<file path="src/rtl/assert_macros.svh">
// Assertion helpers for the ring buffer RTL.
// Define ASSERT_OFF to compile every check out.
`ifndef ASSERT_MACROS_SVH
`define ASSERT_MACROS_SVH

`ifndef ASSERT_OFF

// Condition must hold at every clock edge outside reset.
`define ASSERT_ALWAYS(lbl, clk, rst_n, cond) \
    lbl: assert property (@(posedge clk) disable iff (!(rst_n)) (cond)) \
        else $error("assertion failed");

// Consequent must hold in the cycle after the antecedent.
`define ASSERT_NEXT(lbl, clk, rst_n, ante, cons) \
    lbl: assert property (@(posedge clk) disable iff (!(rst_n)) (ante) |=> (cons)) \
        else $error("assertion failed");

`else

`define ASSERT_ALWAYS(lbl, clk, rst_n, cond)
`define ASSERT_NEXT(lbl, clk, rst_n, ante, cons)

`endif

`endif

</file>
<file path="src/rtl/bwrb_pkg.sv">
package bwrb_pkg;

    localparam int WORD_W = 32;
    localparam int CNT_W  = 7;

    // Request type codes
    localparam logic [1:0] REQ_HDR  = 2'd0;
    localparam logic [1:0] REQ_DATA = 2'd1;
    localparam logic [1:0] REQ_GET  = 2'd2;

    // Result status codes
    localparam logic [1:0] ST_PUT_OK    = 2'd0;
    localparam logic [1:0] ST_PUT_REJ   = 2'd1;
    localparam logic [1:0] ST_GET_WORD  = 2'd2;
    localparam logic [1:0] ST_GET_EMPTY = 2'd3;

    typedef struct packed {
        logic [1:0]        req_type;
        logic [CNT_W-1:0]  block_count;
        logic [WORD_W-1:0] put_word;
        logic [CNT_W-1:0]  get_max;
    } t_req;

    typedef struct packed {
        logic [1:0]        status;
        logic [WORD_W-1:0] word_out;
        logic              last_word;
        logic [CNT_W-1:0]  occupancy;
        logic              full_res;
    } t_res;

endpackage

</file>
<file path="src/rtl/bwrb_ram.sv">
module bwrb_ram #(
    parameter int WIDTH = 32,
    parameter int DEPTH = 64
) (
    input  logic                     i_clk,
    input  logic                     i_we,
    input  logic [$clog2(DEPTH)-1:0] i_waddr,
    input  logic [WIDTH-1:0]         i_wdata,
    input  logic [$clog2(DEPTH)-1:0] i_raddr,
    output logic [WIDTH-1:0]         o_rdata
);

    logic [WIDTH-1:0] r_mem [DEPTH];
    logic [WIDTH-1:0] r_rdata;

    always_ff @(posedge i_clk) begin
        if (i_we) begin
            r_mem[i_waddr] <= i_wdata;
        end
        r_rdata <= r_mem[i_raddr];
    end

    assign o_rdata = r_rdata;

endmodule

</file>
<file path="src/rtl/block_word_ring_buffer.sv">
// Block word ring buffer. A request is taken when start is high and busy is low.
// A header request answers with one result in the cycle after it is taken and
// never raises busy; a data word is taken every cycle busy is low and gives no
// result. A get of n words raises busy and streams them one per cycle, the first
// after the get state is entered and its read returns, since every word passes
// through the single registered read port of the word storage. A get on an empty
// ring gives one result in the next cycle. Results appear for exactly one
// cycle under o_res_strobe; the receiver cannot stall them and must capture
// each one. The capacity register is written only while the block is idle and
// empties the ring.
`include "assert_macros.svh"

module block_word_ring_buffer
    import bwrb_pkg::*;
#(
    parameter int DEPTH = 64
) (
    input  logic             i_clk,
    input  logic             i_rst_n,
    input  logic             start,
    output logic             busy,
    input  t_req             i_req,
    output logic             o_res_strobe,
    output t_res             o_res,
    input  logic             i_cfg_valid,
    output logic             o_cfg_ready,
    input  logic [CNT_W-1:0] i_cfg_data
);

    localparam int AW = $clog2(DEPTH);
    localparam logic [CNT_W-1:0] DEPTH_C = CNT_W'(DEPTH);

    // One-hot sequencer: idle, or stepping the read pointer through a get run.
    typedef enum logic [1:0] {
        S_IDLE = 2'b01,
        S_GET  = 2'b10
    } t_state;

    t_state           r_state, n_state;
    logic [CNT_W-1:0] r_cap,   n_cap;
    logic [AW-1:0]    r_read,  n_read;
    logic [AW-1:0]    r_wr,    n_wr;
    logic [CNT_W-1:0] r_held,  n_held;
    logic [CNT_W-1:0] r_pend,  n_pend;
    logic             r_drop,  n_drop;
    logic [CNT_W-1:0] r_left,  n_left;
    logic             r_res_vld, n_res_vld;
    logic [1:0]       r_status, n_status;
    logic             r_last,  n_last;
    logic [CNT_W-1:0] r_occ,   n_occ;
    logic             r_full,  n_full;

    logic             acc;
    logic             cfg_wr;
    logic [CNT_W-1:0] cap;
    logic [CNT_W:0]   fit_sum;
    logic [CNT_W-1:0] added;
    logic [CNT_W-1:0] read_ext;
    logic [CNT_W-1:0] tail_sum, tail_1, tail;
    logic [CNT_W-1:0] wr_inc;
    logic [AW-1:0]    wr_next;
    logic [CNT_W-1:0] run, n_1, n_run;
    logic [CNT_W-1:0] rd_inc;
    logic [CNT_W-1:0] held_dec;
    logic             ram_we;
    logic [WORD_W-1:0] ram_q;

    // Clamp capacity into 1..DEPTH.
    always_comb begin
        if (r_cap == '0) begin
            cap = CNT_W'(1);
        end else if (r_cap > DEPTH_C) begin
            cap = DEPTH_C;
        end else begin
            cap = r_cap;
        end
    end

    assign busy        = (r_state != S_IDLE);
    assign acc         = start && (r_state == S_IDLE);
    // Hold off a register write while a request is offered in the same cycle.
    assign o_cfg_ready = (r_state == S_IDLE) && !start;
    assign cfg_wr      = i_cfg_valid && o_cfg_ready;

    // Header fit check and write tail.
    assign fit_sum  = {1'b0, r_held} + {1'b0, i_req.block_count};
    assign added    = r_held + i_req.block_count;
    assign read_ext = CNT_W'(r_read);
    assign tail_sum = read_ext + r_held;
    assign tail_1   = (tail_sum >= cap) ? tail_sum - cap : tail_sum;
    assign tail     = (tail_1 >= cap) ? '0 : tail_1;

    // Write pointer advance with wrap at capacity.
    assign wr_inc  = CNT_W'(r_wr) + CNT_W'(1);
    assign wr_next = (wr_inc >= cap) ? '0 : AW'(wr_inc);

    // Run length: contiguous up to the capacity wrap point, capped by get_max and
    // by the words held.
    assign run   = (read_ext < cap) ? cap - read_ext : '0;
    assign n_1   = (run > i_req.get_max) ? i_req.get_max : run;
    assign n_run = (n_1 > r_held) ? r_held : n_1;

    assign rd_inc   = read_ext + CNT_W'(1);
    assign held_dec = r_held - CNT_W'(1);

    assign ram_we = acc && (i_req.req_type == REQ_DATA) && (r_pend != '0) && !r_drop;

    bwrb_ram #(
        .WIDTH (WORD_W),
        .DEPTH (DEPTH)
    ) u_ram (
        .i_clk   (i_clk),
        .i_we    (ram_we),
        .i_waddr (r_wr),
        .i_wdata (i_req.put_word),
        .i_raddr (r_read),
        .o_rdata (ram_q)
    );

    always_comb begin
        n_state   = r_state;
        n_cap     = r_cap;
        n_read    = r_read;
        n_wr      = r_wr;
        n_held    = r_held;
        n_pend    = r_pend;
        n_drop    = r_drop;
        n_left    = r_left;
        n_res_vld = 1'b0;
        n_status  = r_status;
        n_last    = 1'b0;
        n_occ     = r_occ;
        n_full    = r_full;

        if (cfg_wr) begin
            // New capacity empties the ring.
            n_cap  = i_cfg_data;
            n_read = '0;
            n_wr   = '0;
            n_held = '0;
            n_pend = '0;
            n_drop = 1'b0;
        end else begin
            case (r_state)
                S_IDLE: begin
                    if (acc) begin
                        case (i_req.req_type)
                            REQ_HDR: begin
                                n_pend    = '0;
                                n_drop    = 1'b0;
                                n_res_vld = 1'b1;
                                if (fit_sum > {1'b0, cap}) begin
                                    // Reject: drop the whole block.
                                    n_pend   = i_req.block_count;
                                    n_drop   = 1'b1;
                                    n_status = ST_PUT_REJ;
                                    n_occ    = r_held;
                                    n_full   = (r_held == cap);
                                end else begin
                                    // Reserve the block's space at the tail.
                                    n_wr     = AW'(tail);
                                    n_held   = added;
                                    n_pend   = i_req.block_count;
                                    n_status = ST_PUT_OK;
                                    n_occ    = added;
                                    n_full   = (added == cap);
                                end
                            end
                            REQ_DATA: begin
                                if (r_pend != '0) begin
                                    n_pend = r_pend - CNT_W'(1);
                                    if (!r_drop) begin
                                        n_wr = wr_next;
                                    end
                                    if (r_pend == CNT_W'(1)) begin
                                        n_drop = 1'b0;
                                    end
                                end
                            end
                            REQ_GET: begin
                                // Abandon any pending block.
                                n_pend = '0;
                                n_drop = 1'b0;
                                if (r_held == '0) begin
                                    n_res_vld = 1'b1;
                                    n_status  = ST_GET_EMPTY;
                                    n_occ     = r_held;
                                    n_full    = (r_held == cap);
                                end else if (n_run != '0) begin
                                    n_left  = n_run;
                                    n_state = S_GET;
                                end
                            end
                            default: begin
                            end
                        endcase
                    end
                end
                S_GET: begin
                    // Issue one read per cycle; the word leaves next cycle.
                    n_res_vld = 1'b1;
                    n_status  = ST_GET_WORD;
                    n_last    = (r_left == CNT_W'(1));
                    n_held    = held_dec;
                    n_occ     = held_dec;
                    n_full    = (held_dec == cap);
                    n_left    = r_left - CNT_W'(1);
                    if (r_left == CNT_W'(1)) begin
                        n_read  = (rd_inc >= cap) ? '0 : AW'(rd_inc);
                        n_state = S_IDLE;
                    end else begin
                        n_read = AW'(rd_inc);
                    end
                end
                default: begin
                    n_state = S_IDLE;
                end
            endcase
        end
    end

    always_ff @(posedge i_clk) begin
        if (!i_rst_n) begin
            r_state   <= S_IDLE;
            r_cap     <= CNT_W'(64);
            r_read    <= '0;
            r_wr      <= '0;
            r_held    <= '0;
            r_pend    <= '0;
            r_drop    <= 1'b0;
            r_left    <= '0;
            r_res_vld <= 1'b0;
        end else begin
            r_state   <= n_state;
            r_cap     <= n_cap;
            r_read    <= n_read;
            r_wr      <= n_wr;
            r_held    <= n_held;
            r_pend    <= n_pend;
            r_drop    <= n_drop;
            r_left    <= n_left;
            r_res_vld <= n_res_vld;
        end
    end

    // Result fields need no reset; the strobe qualifies them.
    always_ff @(posedge i_clk) begin
        r_status <= n_status;
        r_last   <= n_last;
        r_occ    <= n_occ;
        r_full   <= n_full;
    end

    assign o_res_strobe       = r_res_vld;
    assign o_res.status       = r_status;
    assign o_res.word_out     = (r_status == ST_GET_WORD) ? ram_q : '0;
    assign o_res.last_word    = r_last;
    assign o_res.occupancy    = r_occ;
    assign o_res.full_res     = r_full;

    // Reserved plus held words never exceed the effective capacity.
    `ASSERT_ALWAYS(a_held_cap, i_clk, i_rst_n, r_held <= cap)
    // A get run in progress always has words left to issue.
    `ASSERT_ALWAYS(a_run_left, i_clk, i_rst_n, (r_state != S_GET) || (r_left != '0))
    // Dropping only while words of a rejected block remain.
    `ASSERT_ALWAYS(a_drop_pend, i_clk, i_rst_n, !r_drop || (r_pend != '0))
    // A capacity write leaves an empty ring and no result.
    `ASSERT_NEXT(a_cfg_clear, i_clk, i_rst_n, cfg_wr, (r_held == '0) && !r_res_vld && (r_pend == '0))

endmodule
</file>
<file path="config.mk">
export PLATFORM = sky130hd
export DESIGN_NAME = block_word_ring_buffer
export DESIGN_NICKNAME = d
export VERILOG_FILES = /design/src/rtl/bwrb_pkg.sv /design/src/rtl/bwrb_ram.sv /design/src/rtl/block_word_ring_buffer.sv
export VERILOG_INCLUDE_DIRS = /design/src /design/src/rtl
export SDC_FILE = /design/constraint.sdc
export NUM_CORES = 2
export LEC_CHECK = 0
export BUFFER_PORTS_ARGS = -buffer_cell sky130_fd_sc_hd__buf_2
export CAP_MARGIN = 10
export CORE_AREA = 2 2 294 586
export DETAILED_ROUTE_END_ITERATION = 6
export DIE_AREA = 0 0 296 588
export PLACE_DENSITY = 0.75
export SETUP_SLACK_MARGIN = 0.02
export SYNTH_ARGS = -nofsm -noshare
export SYNTH_HDL_FRONTEND = slang
export SYNTH_SLANG_ARGS = --single-unit
</file>
<file path="constraint.sdc">
create_clock -name i_clk -period 7.81 [get_ports i_clk]
set_input_delay 0.781 -clock i_clk [delete_from_list [all_inputs] [get_ports i_clk]]
set_output_delay 0.781 -clock i_clk [all_outputs]
set_load 0.01 [all_outputs]
</file>
* Word level (Yosys, flattened, before mapping) *
Memory sizes are Yosys's and may differ from the RTL's. A register that Yosys moved wholly into a read port is not among the register bits.
Cells that the tools add are included.

cells by class
  eq/ne operators = 23
  reductions and logical operators = 25
  magnitude comparators = 9
  $add $sub $neg = 10
  muxes and demuxes = 56
  bitwise logic cells = 3

operators by type and width
  kind                 count
  $mux 7               16
  $pmux 7 s2           4
  $mux 6               7
  $mux 32              1
  $ge 7x7->1           4
  $eq 7x7->1           3
  $pmux 7 s3           1
  $sub 7x1->7 const B  3
  $reduce_and 6->1     3
  $add 6x1->7 const B  2
  $eq 7x1->1 const B   2
  $gt 7x7->1           2
  $logic_not 7->1      2
  $mux 2               7
  $reduce_bool 7->1    2
  $ne 2x1->1 const B   6
  $pmux 2 s2           3
  $pmux 6 s2           1
  $mux 1               11
  $ne 2x2->1 const B   5
  $reduce_and 5->1     2
  $add 7x7->8          1
  $gt 8x7->1           1
  $pmux 1 s2           4
  20 further kinds     33

storage, ports and cells
  logic and storage cells = 140
  memories kept = 1
  output and inout bits = 46
  bits in registers = 55
  input port bits = 59
  bits in writable memories = 2048

memories
  memory       depth  width  read ports  clocked after Yosys merged registers in  wr ports  RTL line        text
  u_ram.r_mem  64     32     1           1                                        1         bwrb_ram.sv:13  logic [WIDTH-1:0] r_mem [DEPTH];

* Logic depth before layout (Yosys ltp) *
  word-level depth = 15
  mapped depth = 30
  depth with buffers taken out = 27

* Cells and area by module *
From an unflattened synthesis, not the netlist that was laid out.

unflattened totals
  cells, all modules = 4250
  area, all modules = 85036.6 um^2

modules (own cells, without submodules)
  module                  area each (um^2)  sequential area each (um^2)  cells an instance  instances
  bwrb_ram                79039.6           62139.6                      3511               1
  block_word_ring_buffer  5997.0            1201.2                       739                1

* Worst setup path before layout *
No wires, ideal clock.

  kind = flip-flop to flip-flop
  from = reg r_read[1]
  to = reg r_left[6]
  path slack = 1.128 ns
  cell stages (with the launch flop) = 30
  arrival = 6.564 ns
  data required time = 7.691 ns
  period minus slack after synthesis = 6.682 ns
  library setup time = 0.119 ns
  path buffers = 7
  path through = dfxtp_1 > clkbuf_1 > clkbuf_1 > clkbuf_1 > clkbuf_1 > inv_1 > fa_1 > a211o_1 > a2111oi_0 > nand3b_1 > nor2_1 > ha_1 > nand4_1 > a21oi_1 > or4_4 > and2_4 > buf_6 > mux2_2 > ha_1 > nand4_1 > a21o_1 > a31oi_1 > buf_1 > nand2_1 > o31ai_1 > nand3_1 > o21ai_4 > buf_6 > a21oi_1 > o221a_1

on the way
  longest elaborated chain between the ends = 11
  elaborated cells on any way between the ends = 15
  those cells by class = add/sub: 1; order compare: 3; eq/ne: 1; mux: 8; reduce/logical: 2

ends and longest elaborated chain
  what                                       RTL line                       text
  from (decl)                                block_word_ring_buffer.sv:41   logic [AW-1:0] r_read, n_read;
  from (signal assigned)                     block_word_ring_buffer.sv:236  r_read <= n_read;
  $sub 7x6->7 or $lt 6x7->1 (tied branches)  block_word_ring_buffer.sv:99   assign run = (read_ext < cap) ? cap - read_ext : '0;
  $mux 7 (*)                                 block_word_ring_buffer.sv:99
  $gt 7x7->1                                 block_word_ring_buffer.sv:100  assign n_1 = (run > i_req.get_max) ? i_req.get_max : run;
  $mux 7 (*)                                 block_word_ring_buffer.sv:100
  $gt 7x7->1                                 block_word_ring_buffer.sv:101  assign n_run = (n_1 > r_held) ? r_held : n_1;
  $mux 7 (*)                                 block_word_ring_buffer.sv:101
  $mux 7                                     block_word_ring_buffer.sv:189  end else if (n_run != '0) begin
  $mux 7                                     block_word_ring_buffer.sv:184  if (r_held == '0) begin
  $mux 7                                     block_word_ring_buffer.sv:147  case (i_req.req_type)
  $mux 7                                     block_word_ring_buffer.sv:146  if (acc) begin
  $pmux 7 s2                                 block_word_ring_buffer.sv:144  case (r_state)
  to (signal assigned)                       block_word_ring_buffer.sv:241  r_left <= n_left;
  to (decl)                                  block_word_ring_buffer.sv:46   logic [CNT_W-1:0] r_left, n_left;

Every way passes the cells marked *; elsewhere a longest branch is shown, timed or not. The select of a mux whose other input is x is not followed.
A chain may end at the register's enable or synchronous reset.

* Worst setup path in the final report *
  from = reg r_cap[2]
  to = reg r_left[3]

on the way
  longest elaborated chain between the ends = 14
  elaborated cells on any way between the ends = 19
  those cells by class = add/sub: 1; order compare: 4; eq/ne: 1; mux: 10; reduce/logical: 3

ends and longest elaborated chain
  what                                       RTL line                       text
  from (decl)                                block_word_ring_buffer.sv:40   logic [CNT_W-1:0] r_cap, n_cap;
  from (signal assigned)                     block_word_ring_buffer.sv:235  r_cap <= n_cap;
  $gt 7x7->1                                 block_word_ring_buffer.sv:72   end else if (r_cap > DEPTH_C) begin
  $mux 7                                     block_word_ring_buffer.sv:72
  $mux 7 (*)                                 block_word_ring_buffer.sv:70   if (r_cap == '0) begin
  $sub 7x6->7 or $lt 6x7->1 (tied branches)  block_word_ring_buffer.sv:99
  $mux 7 (*)                                 block_word_ring_buffer.sv:99
  $gt 7x7->1                                 block_word_ring_buffer.sv:100
  $mux 7 (*)                                 block_word_ring_buffer.sv:100
  $gt 7x7->1                                 block_word_ring_buffer.sv:101
  $mux 7 (*)                                 block_word_ring_buffer.sv:101
  $mux 7                                     block_word_ring_buffer.sv:189
  $mux 7                                     block_word_ring_buffer.sv:184
  $mux 7                                     block_word_ring_buffer.sv:147
  $mux 7                                     block_word_ring_buffer.sv:146
  $pmux 7 s2                                 block_word_ring_buffer.sv:144

Marked as above.

==> impl_metrics.json <==
{
  "syn-num-nets": 3956,
  "track_usage_pct": 24.8,
  "root_buffer": "clkbuf_16",
  "synth_compound_area_share_pct": 1.56,
  "antenna_found_initial": 20,
  "failed_checks": "design-rule violations",
  "via_per_inst": 6.42,
  "relSlewSlack_pct": 18.6,
  "fin_ws_ns": 1.16,
  "fin_setup_tns_ns": 0,
  "yosys.area_share.simple_pct": 2.25,
  "cts_tree": "done",
  "cts_max_level": 4,
  "cts_buffer_depth": 4,
  "grt_overflow_total": 0,
  "dpl.hpwl_mm": 120,
  "vias": 41100,
  "synth_fa_ha_area_share_pct": 1.36,
  "worst_pin_slew_ns": 1.22,
  "critical_path_required_ns": 8.49,
  "drv_slew": 0,
  "die_h_um": 588,
  "grt_setup_unrepaired": "no",
  "fin_nets": 4149,
  "die_area_um2": 174000,
  "wirelength_mm": 214,
  "pre_cts_ws_ns": 1.20,
  "grt_pass1_wl_mm": 305,
  "die_w_um": 296,
  "core_area_um2": 170000,
  "cts_hold_buf": 0,
  "initial_utilization_pct": 49.6,
  "critPathMaxFanout": 15,
  "drcViolationCount": 2,
  "synth_top_family_by_area": "multiplexers",
  "fillCellCount": 12300,
  "holdCritPathClass": "in -> reg",
  "post-route-min-period_ns": 6.65,
  "layout-drive-gt1-share_pct": 29.1,
  "synth_flop_cell": "edfxtp_1",
  "synth-edff-count": 2058,
  "timing.final.crit_share_pct": 85.2,
  "finClkSkew_ns": 0.0512,
  "muxShareOfSynthArea_pct": 18.0,
  "multi_input_area_um2": 20300,
  "async_flop_share_pct": 0,
  "setup_viol": 0,
  "wl_per_cell_um": 33.4,
  "hold_violations": 0,
  "drtAntennaViolNets": 0,
  "drtIter0Drc": 5064,
  "portBuffers": 104,
  "finalWeightedCongestion": 0.891,
  "arrival_ns": 7.33,
  "cts_buffers": 173,
  "post_cts_buffers": 0,
  "power_density_nw_per_um2": 247,
  "cts.clk_slew.worst_paths_ns": 0.07,
  "synth_xor_area_share_pct": 0.437,
  "clock_latency_ns": 0.82,
  "numClockSinks": 2135,
  "cts_resized": 0,
  "cp-start-kind": "register",
  "ys_ff_latch": 2135,
  "grt_start_max_net_pins": 127,
  "area_growth_pct": 11.2,
  "ys_types": 68,
  "rows": 214,
  "path_class": "reg -> reg",
  "status": "finished with violations",
  "end_kind": "register",
  "drtPass1Iterations": 7,
  "ys_seq_area_share_pct": 75.2,
  "vdd_drop_max_mv": 0.186,
  "drv_cap": 0,
  "ys_warn_count": 0,
  "grt_pass1_vias": 42100,
  "avgSynthCellArea_um2": 22.1,
  "layout.area.seq_um2": 63400,
  "netlist_area_um2": 84200,
  "fmax_mhz": 150,
  "p_leak_nw": 28.8,
  "io_pins": 105,
  "synth_cells": 3808
}
-- per-stage QoR --
step | util [%] | total power, mW | hold WS [ns] | instance area, µm² | std cells
detailed placement | 51.9 | 14.7 | 0.447 | 88100 | 6092
CTS | 55.1 | 23.2 | 0.189 | 93600 | 6393
global placement | 51.9 | 14.7 | 0.438 | 88100 | 6092
floorplan | - | 14.1 | 0.427 | 84200 | 3808
finish | 55.1 | 23.1 | 0.224 | 93600 | 6398
global route | 55.1 | 23.7 | 0.207 | 93600 | 6397
-- path summary, 6_finish.rpt --
path	slack [ns]	to	from	cells past startpoint
setup / recovery	1.16	r_left[3]$_SDFFE_PN0P_	r_cap[2]$_SDFFE_PN0P_	24
hold / removal	0.22	r_state[0]$_SDFFE_PN1P_	i_rst_n	2
setup reg to reg	1.16	r_left[3]$_SDFFE_PN0P_	r_cap[2]$_SDFFE_PN0P_	24
hold reg to reg	0.45	r_drop$_SDFFE_PP0P_	r_drop$_SDFFE_PP0P_	2
-- sequential cells by signal (all words and copies together), names as in the netlist --
register and count:
u_ram.r_mem 2048, u_ram.o_rdata 32, r_cap 7, r_held 7, r_left 7, r_occ 7
r_pend 7, r_read 6, r_wr 6, r_state 2, r_status 2, o_res_strobe 1
r_drop 1, r_full 1, r_last 1
-- layer usage --
| metal | vias up | track usage, % | routed length (µm) |
|---|---|---|---|
| li1 | 16300 | - | - |
| met1 | 21800 | 29.4 | 71000 |
| met2 | 2388 | 44.2 | 115000 |
| met3 | 538 | 3.54 | 16500 |
| met4 | 22 | 12.0 | 11600 |
| met5 | - | 0 | 132 |
-- report_power, final --
group          internal [mW]  switching (mW)
sequential              12.6          0.0825
combinational          0.690            1.07
clock                   4.66            3.93
-- cell type report --
class / count / area share [%]
clock inverters: 86 / 0.937
inverters: 64 / 0.267
diodes: 3 / 0.00802
well taps: 2268 / 3.03
flip-flops and latches: 2135 / 67.7
clock buffers: 215 / 4.84
multi-input cells: 1416 / 21.7
repair buffers: 211 / 1.49
-- critical path, stage by stage (launching register included) --
cell      delay, ns
dfxtp_1        0.34
nor3_1         0.20
a21oi_1        0.09
nor2_1         0.56
inv_1          0.16
ha_1           0.37
nand4b_1       0.15
o22ai_1        0.45
nor2_1         0.18
ha_1           0.35
a21oi_2        0.12
a21oi_1        0.08
or4_4          0.55
and2_4         0.19
mux2_2         0.30
ha_1           0.30
a211o_1        0.26
o211ai_1       0.12
a31oi_1        0.21
buf_4          0.22
o31ai_1        0.34
nand3_1        0.20
o21ai_4        0.43
mux2i_1        0.24
a31oi_1        0.09
-- kinds of logic after synthesis --
| group | count (synthesis) |
|---|---|
| buf+inv | 257 |
| fa+ha+maj | 89 |
| xor+xnor | 42 |
| compound gates | 193 |
| flops | 2135 |
| simple gates | 406 |
| mux | 686 |
-- cells in the mapped netlist, drive strengths merged, types with 32 or more instances --
cell type,number,area [µm²]
edfxtp,2058,61800
mux4,660,14900
nor2,136,510
clkbuf,117,439
nand2,116,435
ha,85,1060
dfxtp,77,1540
buf,76,334
inv,61,229
a21oi,42,214
and2,34,215
o21ai,32,171
-- layout by cell type (no fill, tap or decap), drive strengths merged, types with 11 or more instances in the layout --
cell type     n
bufinv       16
buf         211
xor2         12
edfxtp     2058
xnor2        30
nand3        31
clkinv       64
o21ai        32
clkbuf      215
inv          67
a31oi        21
nor2b        11
ha           85
nand2       116
a211oi       15
a21o         22
mux2i        16
or3          11
mux4        660
and3         16
nor2        136
and2         34
a21oi        42
nor3         12
dfxtp        77
Power figures use the tool's default switching activity.
